**src/rtl/kwsu_pkg.sv**
```systemverilog
// Shared constants, heap entry type and ordering function of the k-way union merge.
package kwsu_pkg;

   localparam int SOURCES = 16;
   localparam int ID_BITS = 32;
   localparam int IDX_W   = $clog2(SOURCES);
   localparam int CNT_W   = $clog2(SOURCES + 1);

   localparam logic [ID_BITS-1:0] ID_MAX = {ID_BITS{1'b1}};

   typedef struct packed {
      logic [ID_BITS-1:0] key;
      logic [IDX_W-1:0]   stream;
      logic               fresh;
   } heap_entry_type;

   // A orders at or before B; an entry without an id yet orders before every id.
   function automatic logic at_or_before(input heap_entry_type a, input heap_entry_type b);
      logic res;
      if (a.fresh) begin
         res = 1'b1;
      end else if (b.fresh) begin
         res = 1'b0;
      end else begin
         res = (a.key <= b.key);
      end
      return res;
   endfunction

endpackage

```
**src/rtl/kwsu_heap.sv**
```systemverilog
// Heap storage: one write port, two registered read ports, per-entry valid bits.
module kwsu_heap (
   input  logic                    clock,
   input  logic                    reset,
   input  logic                    clear,
   input  logic                    wr_en,
   input  logic [kwsu_pkg::IDX_W-1:0] wr_addr,
   input  kwsu_pkg::heap_entry_type   wr_data,
   input  logic [kwsu_pkg::IDX_W-1:0] rd_addr_a,
   input  logic [kwsu_pkg::IDX_W-1:0] rd_addr_b,
   output kwsu_pkg::heap_entry_type   rd_data_a,
   output kwsu_pkg::heap_entry_type   rd_data_b
);
   import kwsu_pkg::*;

   heap_entry_type       mem [SOURCES];
   logic [SOURCES-1:0]   valid_ff;
   heap_entry_type       q_a_ff;
   heap_entry_type       q_b_ff;
   logic                 q_a_valid_ff;
   logic                 q_b_valid_ff;
   logic [IDX_W-1:0]     q_a_addr_ff;
   logic [IDX_W-1:0]     q_b_addr_ff;

   always_ff @(posedge clock) begin
      if (wr_en) begin
         mem[wr_addr] <= wr_data;
      end
      q_a_ff      <= mem[rd_addr_a];
      q_b_ff      <= mem[rd_addr_b];
      q_a_addr_ff <= rd_addr_a;
      q_b_addr_ff <= rd_addr_b;
   end

   always_ff @(posedge clock) begin
      if (reset || clear) begin
         valid_ff     <= '0;
         q_a_valid_ff <= 1'b0;
         q_b_valid_ff <= 1'b0;
      end else begin
         if (wr_en) begin
            valid_ff[wr_addr] <= 1'b1;
         end
         q_a_valid_ff <= valid_ff[rd_addr_a];
         q_b_valid_ff <= valid_ff[rd_addr_b];
      end
   end

   // An entry never written since restart reads as its reset value: stream i, no id yet.
   always_comb begin
      if (q_a_valid_ff) begin
         rd_data_a = q_a_ff;
      end else begin
         rd_data_a.key    = '0;
         rd_data_a.stream = q_a_addr_ff;
         rd_data_a.fresh  = 1'b1;
      end
      if (q_b_valid_ff) begin
         rd_data_b = q_b_ff;
      end else begin
         rd_data_b.key    = '0;
         rd_data_b.stream = q_b_addr_ff;
         rd_data_b.fresh  = 1'b1;
      end
   end

endmodule

```
**src/rtl/kway_sorted_union_merge.sv**
```systemverilog
// Top level of the k-way sorted union merge with its sift-down sequencer.
//
// The block merges up to 16 ascending id streams into their duplicate-free union,
// keeping a min-heap of each live stream's current id. Each request word is either
// the named stream's reply (tuser bit 0 low: new id, or end of stream in tuser bit 1)
// or a seek request (tuser bit 0 high). Each request yields exactly one response word
// naming the stream to fetch next and, when it passes the threshold, the next union id.
// A reply sinks its new id from the root: ST_ISSUE, one ST_CMP step per heap level
// descended (at most 4 levels), ST_PLACE on reaching a leaf, then ST_FINISH; with a
// single live stream ST_ISSUE goes straight to ST_FINISH. End of stream first passes
// ST_LOAD to read the last heap entry while streams remain. A seek, the end of the last
// stream, or a request after all streams are done goes straight to ST_FINISH, where the
// response word waits for rsp_tready. Sift-down uses the compare logic and both heap
// read ports once per level. A csr write restarts the merge with the new stream count.
module kway_sorted_union_merge (
   input  logic        clock,
   input  logic        reset,
   input  logic        csr_wr_en,
   input  logic [4:0]  csr_wr_data,   // source_count
   input  logic        req_tvalid,
   output logic        req_tready,
   input  logic [63:0] req_tdata,     // reply_doc [31:0], seek_target [63:32]
   input  logic [1:0]  req_tuser,     // func [0], reply_exhausted [1]
   output logic        rsp_tvalid,
   input  logic        rsp_tready,
   output logic [71:0] rsp_tdata,     // fetch_source [3:0], fetch_target [35:4],
                                      // union_id [67:36], zero fill [71:68]
   output logic [2:0]  rsp_tuser      // fetch_is_seek [0], emit_valid [1], all_done [2]
);
   import kwsu_pkg::*;

   localparam logic [2:0] ST_IDLE   = 3'd0;
   localparam logic [2:0] ST_LOAD   = 3'd1;
   localparam logic [2:0] ST_ISSUE  = 3'd2;
   localparam logic [2:0] ST_CMP    = 3'd3;
   localparam logic [2:0] ST_PLACE  = 3'd4;
   localparam logic [2:0] ST_FINISH = 3'd5;

   localparam logic [CNT_W-1:0] SRC_MAX = CNT_W'(SOURCES);

   logic [2:0]           state_ff, state_in;
   logic [IDX_W-1:0]     pos_ff, pos_in;
   heap_entry_type       cur_ff, cur_in;
   heap_entry_type       root_ff, root_in;
   logic                 check_ff, check_in;
   logic [CNT_W-1:0]     live_ff, live_in;
   logic [ID_BITS-1:0]   last_ff, last_in;
   logic                 emitted_ff, emitted_in;
   logic [ID_BITS-1:0]   bound_ff, bound_in;
   logic                 seek_ff, seek_in;
   logic                 rsp_valid_ff, rsp_valid_in;
   logic [71:0]          rsp_data_ff, rsp_data_in;
   logic [2:0]           rsp_user_ff, rsp_user_in;

   logic                 wr_en;
   logic [IDX_W-1:0]     wr_addr;
   heap_entry_type       wr_data;
   logic [IDX_W-1:0]     rd_addr_a;
   logic [IDX_W-1:0]     rd_addr_b;
   heap_entry_type       rd_a;
   heap_entry_type       rd_b;

   logic                 req_accept;
   logic [IDX_W:0]       left_idx;
   logic [IDX_W+1:0]     right_idx;
   logic                 take_right;
   heap_entry_type       child;
   logic [IDX_W-1:0]     child_idx;
   logic [IDX_W:0]       next_left;
   logic [IDX_W+1:0]     next_right;
   logic [CNT_W-1:0]     live_dec;
   logic [ID_BITS-1:0]   seek_t;
   logic                 pass;
   logic                 emit;
   logic                 rsp_free;
   logic [CNT_W-1:0]     csr_count;

   kwsu_heap u_heap (
      .clock     (clock),
      .reset     (reset),
      .clear     (csr_wr_en),
      .wr_en     (wr_en),
      .wr_addr   (wr_addr),
      .wr_data   (wr_data),
      .rd_addr_a (rd_addr_a),
      .rd_addr_b (rd_addr_b),
      .rd_data_a (rd_a),
      .rd_data_b (rd_b)
   );

   assign req_tready = (state_ff == ST_IDLE);
   assign req_accept = req_tvalid && req_tready;
   assign rsp_tvalid = rsp_valid_ff;
   assign rsp_tdata  = rsp_data_ff;
   assign rsp_tuser  = rsp_user_ff;
   assign rsp_free   = !rsp_valid_ff || rsp_tready;
   assign csr_count  = (csr_wr_data > SRC_MAX) ? SRC_MAX : csr_wr_data;

   // Children of the current hole and of the child chosen in this compare step.
   assign left_idx   = {pos_ff, 1'b1};
   assign right_idx  = {1'b0, pos_ff, 1'b0} + (IDX_W+2)'(2);
   assign take_right = ((IDX_W+2)'(live_ff) > right_idx) && at_or_before(rd_b, rd_a);
   assign child      = take_right ? rd_b : rd_a;
   assign child_idx  = take_right ? right_idx[IDX_W-1:0] : left_idx[IDX_W-1:0];
   assign next_left  = {child_idx, 1'b1};
   assign next_right = {1'b0, child_idx, 1'b0} + (IDX_W+2)'(2);
   assign live_dec   = live_ff - CNT_W'(1);

   assign seek_t = (emitted_ff && (req_tdata[63:32] <= last_ff))
                   ? ((last_ff < ID_MAX) ? last_ff + ID_BITS'(1) : ID_MAX)
                   : req_tdata[63:32];

   assign pass = (!emitted_ff || (root_ff.key > last_ff))
                 && !(seek_ff && (root_ff.key < bound_ff));
   assign emit = check_ff && (live_ff != '0) && !root_ff.fresh && pass;

   always_comb begin
      state_in     = state_ff;
      pos_in       = pos_ff;
      cur_in       = cur_ff;
      root_in      = root_ff;
      check_in     = check_ff;
      live_in      = live_ff;
      last_in      = last_ff;
      emitted_in   = emitted_ff;
      bound_in     = bound_ff;
      seek_in      = seek_ff;
      rsp_valid_in = rsp_valid_ff && !rsp_tready;
      rsp_data_in  = rsp_data_ff;
      rsp_user_in  = rsp_user_ff;
      wr_en        = 1'b0;
      wr_addr      = pos_ff;
      wr_data      = cur_ff;
      rd_addr_a    = left_idx[IDX_W-1:0];
      rd_addr_b    = right_idx[IDX_W-1:0];

      case (state_ff)
         ST_IDLE: begin
            if (req_accept) begin
               check_in = 1'b0;
               state_in = ST_FINISH;
               pos_in   = '0;
               if (live_ff != '0) begin
                  if (req_tuser[0]) begin
                     bound_in = seek_t;
                     seek_in  = 1'b1;
                  end else if (req_tuser[1]) begin
                     live_in  = live_dec;
                     check_in = 1'b1;
                     if (live_dec != '0) begin
                        // The last live entry moves to the root and sinks from there.
                        rd_addr_a = live_dec[IDX_W-1:0];
                        state_in  = ST_LOAD;
                     end
                  end else begin
                     cur_in.key    = req_tdata[ID_BITS-1:0];
                     cur_in.stream = root_ff.stream;
                     cur_in.fresh  = 1'b0;
                     check_in      = 1'b1;
                     state_in      = ST_ISSUE;
                  end
               end
            end
         end
         ST_LOAD: begin
            cur_in   = rd_a;
            state_in = ST_ISSUE;
         end
         ST_ISSUE: begin
            if ((IDX_W+1)'(live_ff) > left_idx) begin
               state_in = ST_CMP;
            end else begin
               wr_en    = 1'b1;
               state_in = ST_FINISH;
            end
         end
         ST_CMP: begin
            wr_en = 1'b1;
            if (at_or_before(cur_ff, child)) begin
               state_in = ST_FINISH;
            end else begin
               wr_data   = child;
               pos_in    = child_idx;
               rd_addr_a = next_left[IDX_W-1:0];
               rd_addr_b = next_right[IDX_W-1:0];
               state_in  = ((IDX_W+1)'(live_ff) > next_left) ? ST_CMP : ST_PLACE;
            end
         end
         ST_PLACE: begin
            wr_en    = 1'b1;
            state_in = ST_FINISH;
         end
         ST_FINISH: begin
            if (rsp_free) begin
               rsp_valid_in = 1'b1;
               rsp_data_in  = '0;
               rsp_user_in  = '0;
               if (emit) begin
                  last_in    = root_ff.key;
                  emitted_in = 1'b1;
                  seek_in    = 1'b0;
                  rsp_data_in[67:36] = root_ff.key;
                  rsp_user_in[1]     = 1'b1;
               end
               if (live_ff == '0) begin
                  rsp_user_in[2] = 1'b1;
               end else begin
                  rsp_data_in[3:0] = root_ff.stream;
                  if (seek_ff && !emit) begin
                     rsp_user_in[0]    = 1'b1;
                     rsp_data_in[35:4] = bound_ff;
                  end
               end
               state_in = ST_IDLE;
            end
         end
         default: begin
            state_in = ST_IDLE;
         end
      endcase

      // The root is mirrored in registers so the result needs no extra memory read.
      if (wr_en && (wr_addr == '0)) begin
         root_in = wr_data;
      end
   end

   always_ff @(posedge clock) begin
      if (reset || csr_wr_en) begin
         state_ff       <= ST_IDLE;
         root_ff.key    <= '0;
         root_ff.stream <= '0;
         root_ff.fresh  <= 1'b1;
         live_ff        <= reset ? CNT_W'(2) : csr_count;
         last_ff        <= '0;
         emitted_ff     <= 1'b0;
         bound_ff       <= '0;
         seek_ff        <= 1'b0;
         check_ff       <= 1'b0;
      end else begin
         state_ff   <= state_in;
         root_ff    <= root_in;
         live_ff    <= live_in;
         last_ff    <= last_in;
         emitted_ff <= emitted_in;
         bound_ff   <= bound_in;
         seek_ff    <= seek_in;
         check_ff   <= check_in;
      end
   end

   always_ff @(posedge clock) begin
      if (reset) begin
         rsp_valid_ff <= 1'b0;
      end else begin
         rsp_valid_ff <= rsp_valid_in;
      end
   end

   always_ff @(posedge clock) begin
      pos_ff      <= pos_in;
      cur_ff      <= cur_in;
      rsp_data_ff <= rsp_data_in;
      rsp_user_ff <= rsp_user_in;
   end

endmodule

```
**config.mk**
```make
export PLATFORM = sky130hd
export DESIGN_NAME = kway_sorted_union_merge
export DESIGN_NICKNAME = d
export VERILOG_FILES = /design/src/rtl/kwsu_pkg.sv /design/src/rtl/kwsu_heap.sv /design/src/rtl/kway_sorted_union_merge.sv
export SDC_FILE = /design/constraint.sdc
export NUM_CORES = 2
export LEC_CHECK = 0
export BUFFER_PORTS_ARGS = -buffer_cell sky130_fd_sc_hd__buf_4
export CAP_MARGIN = 5
export CORE_MARGIN = 1.5
export CORE_UTILIZATION = 63
export DETAILED_ROUTE_END_ITERATION = 8
export GPL_TIMING_DRIVEN = 0
export PLACE_DENSITY_LB_ADDON = 0.2
export SETUP_SLACK_MARGIN = 0.3
export SYNTH_ARGS = -nofsm -noshare
export SYNTH_HDL_FRONTEND = slang
export SYNTH_HIERARCHICAL = 1
export SYNTH_SLANG_ARGS = --single-unit
```
**constraint.sdc**
```tcl
create_clock -name clock -period 9.56 [get_ports clock]
set_input_delay 2.868 -clock clock [delete_from_list [all_inputs] [get_ports clock]]
set_output_delay 2.868 -clock clock [all_outputs]
set_load 0.05 [all_outputs]
```
==> results.toml <==
[outcome]
outcome = "completed"

[cts]
cts_max_level = 3
clockRootBuffer = "clkbuf_16"
clock_path_buffers = 3
insertion_delay_ps = 680
cts_tree = "built"
clock_sinks = 917
path_clk_slew_ps = 60
cts-buffers-inserted = 94
cts_hold_buffers = 0
cts_setup_buffers = 0

[critical_path]
cp.required_ps = 10060
reg2reg_depth = 29
cp_max_fo = 12
setup.worst_path.start = "pos_ff[0]"
r2r_slack_ps = 250
crit_path_end_kind = "flop"
path_common_cell = "buf_2"
cpPeakStageDelay_ps = 710
cp-start-kind = "flop"
worstSetupPathType = "reg2reg"
crit_slowest_cell = "edfxtp_1"
timing.rr.start = "pos_ff[0]"
reg2reg_to = "u_heap/q_b_ff[10]"
crit_arrival_ps = 9810

[power_and_ir_drop]
p_sw_mw = 2.45
p_leak_nw = 17.5
swShare_pct = 25.9
power_frac_seq_pct = 47.4
combPwrFrac_pct = 12.3
internal_power_mw = 7.01
peakVddDrop_v = 0.000164
power_density_nw_per_um2 = 187
clock_power_share_pct = 40.2

[sta]
worst_pin_slew_ps = 1460
skew_ps = 45.3
setup_violations = 0
fin_setup_tns_ps = 0
max_freq_mhz = 107
slew_viol_final = 0
rsz0062_at_grt = "no"
relSlewSlack_pct = 2.64
fin_ws_ps = 252
hold_viol_final = 0
fin_crit_sh_pct = 97.4
post-route-min-period_ps = 9310

[die]
die_area_um2 = 71900
ios = 153
rows = 97
fp.dieW_um = 268
start_util_pct = 63.4
die_h_um = 268
coreArea_um2 = 69800

[grt]
grt_max_degree = 37
grt_busiest_layer = "met2"
grt-ovfl-total = 0
grt_use_total_pct = 40.3
grt_pass1_wl_mm = 206
met1_usage_pct = 46.8
grt_pass1_vias = 32100
use_met3_pct = 11.8
met2_usage_pct = 65.1
antenna_found_initial = 9

[placed_design]
hpwl_mm = 99.1
gp_congestion = 0.976
pre_cts_ws_ps = 111
portBuffers = 148

[yosys]
ys_seq_area_share_pct = 57.5
async_reset_ff_share_pct = 0
synth.ff_latch_count = 917
syn_area_um2 = 44300
synth_edf_count = 709
ys.flop_type = "edfxtp_1"
yosysWarnings = 6
synthCells = 3113
syn_area_per_cell_um2 = 14.2
synthDistinctLibCells = 76

[cells_and_area]
syn2layout_area_growth_pct = 14.4
final_nets = 3656
multi_input_area_um2 = 17600
n_fill_cell = 4349
drive_gt1_share_pct = 24.6
seq_area_um2 = 25500

[drt]
avgRoutedWirePerCell_um = 32.4
drc = 0
dr.pass1.iters = 8
antenna_left = 0
wl_mm = 144
vias = 31500
viasPerCell = 7.12
drtIter0Drc = 4080

[min_path]
hp-class = "reg2reg"
min_from = "bound_ff[23]"
hold_depth = 2
holdPathEnd = "bound_ff[23]"

[flow_run]
drv_cap = 0
## synthesized netlist by cell type (all sizes together) (5+ instances only)
| cell type | number | area share (%) |
|---|---|---|
| xnor2 | 33 | 0.65 |
| a211oi | 8 | 0.14 |
| and2 | 77 | 1.1 |
| ha | 176 | 5.0 |
| nor2 | 124 | 1.1 |
| buf | 84 | 1.3 |
| o21a | 21 | 0.36 |
| a21oi | 171 | 2.1 |
| o21ai | 118 | 1.3 |
| inv | 115 | 0.98 |
| nor3 | 58 | 0.66 |
| o221ai | 33 | 0.65 |
| nand4 | 36 | 0.51 |
| nand3 | 103 | 1.2 |
| and3 | 62 | 0.88 |
| a22oi | 150 | 2.5 |
| o211ai | 12 | 0.20 |
| mux4 | 300 | 15 |
| nand2b | 11 | 0.16 |
| mux2 | 44 | 1.1 |
| o22ai | 5 | 0.071 |
| mux2i | 16 | 0.36 |
| nor4 | 10 | 0.19 |
| nor2b | 16 | 0.23 |
| nand3b | 9 | 0.15 |
| or2 | 6 | 0.085 |
| nand2 | 186 | 1.6 |
| dfxtp | 208 | 9.4 |
| edfxtp | 709 | 48 |
| clkbuf | 123 | 1.0 |
| o31ai | 5 | 0.085 |
| a21o | 13 | 0.22 |
## logic make-up (layout without fill, tap and decap cells)
kind of cell / count (synthesis) / in the layout / share of synthesized area (%)
AND/OR/NAND/NOR: 721 / 721 / 8.18
flip-flops: 917 / 917 / 57.5
adder cells (fa/ha/maj): 176 / 176 / 4.98
AO/OA/AOI/OAI: 583 / 583 / 8.65
buffers and inverters: 322 / 686 / 3.28
XOR/XNOR: 33 / 33 / 0.653
multiplexers: 360 / 360 / 16.7
other: 1 / 8 / 0.00847
## layout make-up
class	instances	share of cell area [%]
clock buffer	111	4.90
antenna	2	0.00989
buffer	207	2.16
clock inverter	63	1.39
inverter	115	0.853
multi-input combinational	1879	34.7
tap	940	2.32
sequential	917	50.3
timing repair buffer	190	3.36
## flip-flops by register name, summed over array words and instances, names as in the netlist, 3 cells and up
register,cells
u_heap/mem,592
rsp_tdata,68
cur_ff,37
root_ff,37
u_heap/q_a_ff,37
u_heap/q_b_ff,37
bound_ff,32
last_ff,32
u_heap/valid_ff,16
live_ff,5
pos_ff,4
u_heap/q_a_addr_ff,4
u_heap/q_b_addr_ff,4
rsp_tuser,3
state_ff,3
## power by group through the flow
stage / combinational [mW] / clock, mW / sequential [mW]
finish: 1.17 / 3.81 / 4.49
global route: 1.21 / 3.95 / 4.49
CTS: 1.09 / 3.81 / 4.48
floorplan: 0.665 / 0 / 4.54
detailed placement: 1.07 / 0 / 4.57
global placement: 1.03 / 0 / 4.57
## critical path: cells and delay by family (launching register included)
family	cells	cell delay (ps)
AOI/OAI and AO/OA	10	3390
and+or+nand+nor	7	1220
DFF	1	710
adders and majority gates	3	980
buffers and inverters	8	2390
muxes	1	430
## layout by cell type (no fill, tap or decap), types with 13 or more instances in the layout
| cell | count |
|---|---|
| nand3_1 | 102 |
| o221ai_1 | 33 |
| nor3_1 | 54 |
| mux4_2 | 300 |
| clkbuf_1 | 108 |
| a21o_1 | 13 |
| buf_2 | 39 |
| and2_1 | 77 |
| ha_1 | 176 |
| o21a_1 | 21 |
| and3_1 | 62 |
| buf_4 | 165 |
| a21oi_1 | 135 |
| mux2_2 | 44 |
| a21oi_2 | 36 |
| mux2i_1 | 16 |
| clkinv_1 | 17 |
| a22oi_1 | 150 |
| clkbuf_16 | 96 |
| inv_1 | 115 |
| nand2_1 | 186 |
| dfxtp_1 | 208 |
| clkbuf_2 | 32 |
| buf_12 | 15 |
| xnor2_1 | 33 |
| clkinv_2 | 17 |
| nand4_1 | 36 |
| edfxtp_1 | 709 |
| o21ai_0 | 115 |
| nor2b_1 | 15 |
| buf_6 | 36 |
| nor2_1 | 110 |
## stage by stage
stage / total power, mW / area, um2 / instances / utilization [%] / hold slack, ps
floorplan: 5.21 / 44300 / 3118 / - / 425
global placement: 5.60 / 46600 / 4206 / 66.7 / 433
detailed placement: 5.64 / 47200 / 4240 / 67.7 / 441
CTS: 9.38 / 50400 / 4414 / 72.3 / 449
global route: 9.65 / 50600 / 4422 / 72.5 / 461
finish: 9.46 / 50600 / 4424 / 72.5 / 447
## layer usage
metal	up-vias	routed length (um)	part of all wire [%]
met1	15300	45500	32
met2	2587	67700	47
met3	707	18800	13
met5	-	60	0.042
li1	12900	-	-
met4	10	11500	8.0
## how the worst max path moves through the flow
stage and end:
3_5_place_dp u_heap/q_a_ff[21], 4_1_cts u_heap/q_b_ff[0], 2_1_floorplan last_ff[10], 6_report u_heap/q_b_ff[10], 3_3_place_gp u_heap/q_a_ff[24], 5_1_grt u_heap/q_a_ff[21]
## what timing repair did
action                                  in CTS  in global routing
gates cloned                                 0                  0
endpoints found under the setup margin      62                 70
pin swaps                                    0                  0
gates resized for setup                     23                 49
hold endpoints to repair                     0                  0
No activity file was read; power rests on OpenSTA's default activity.
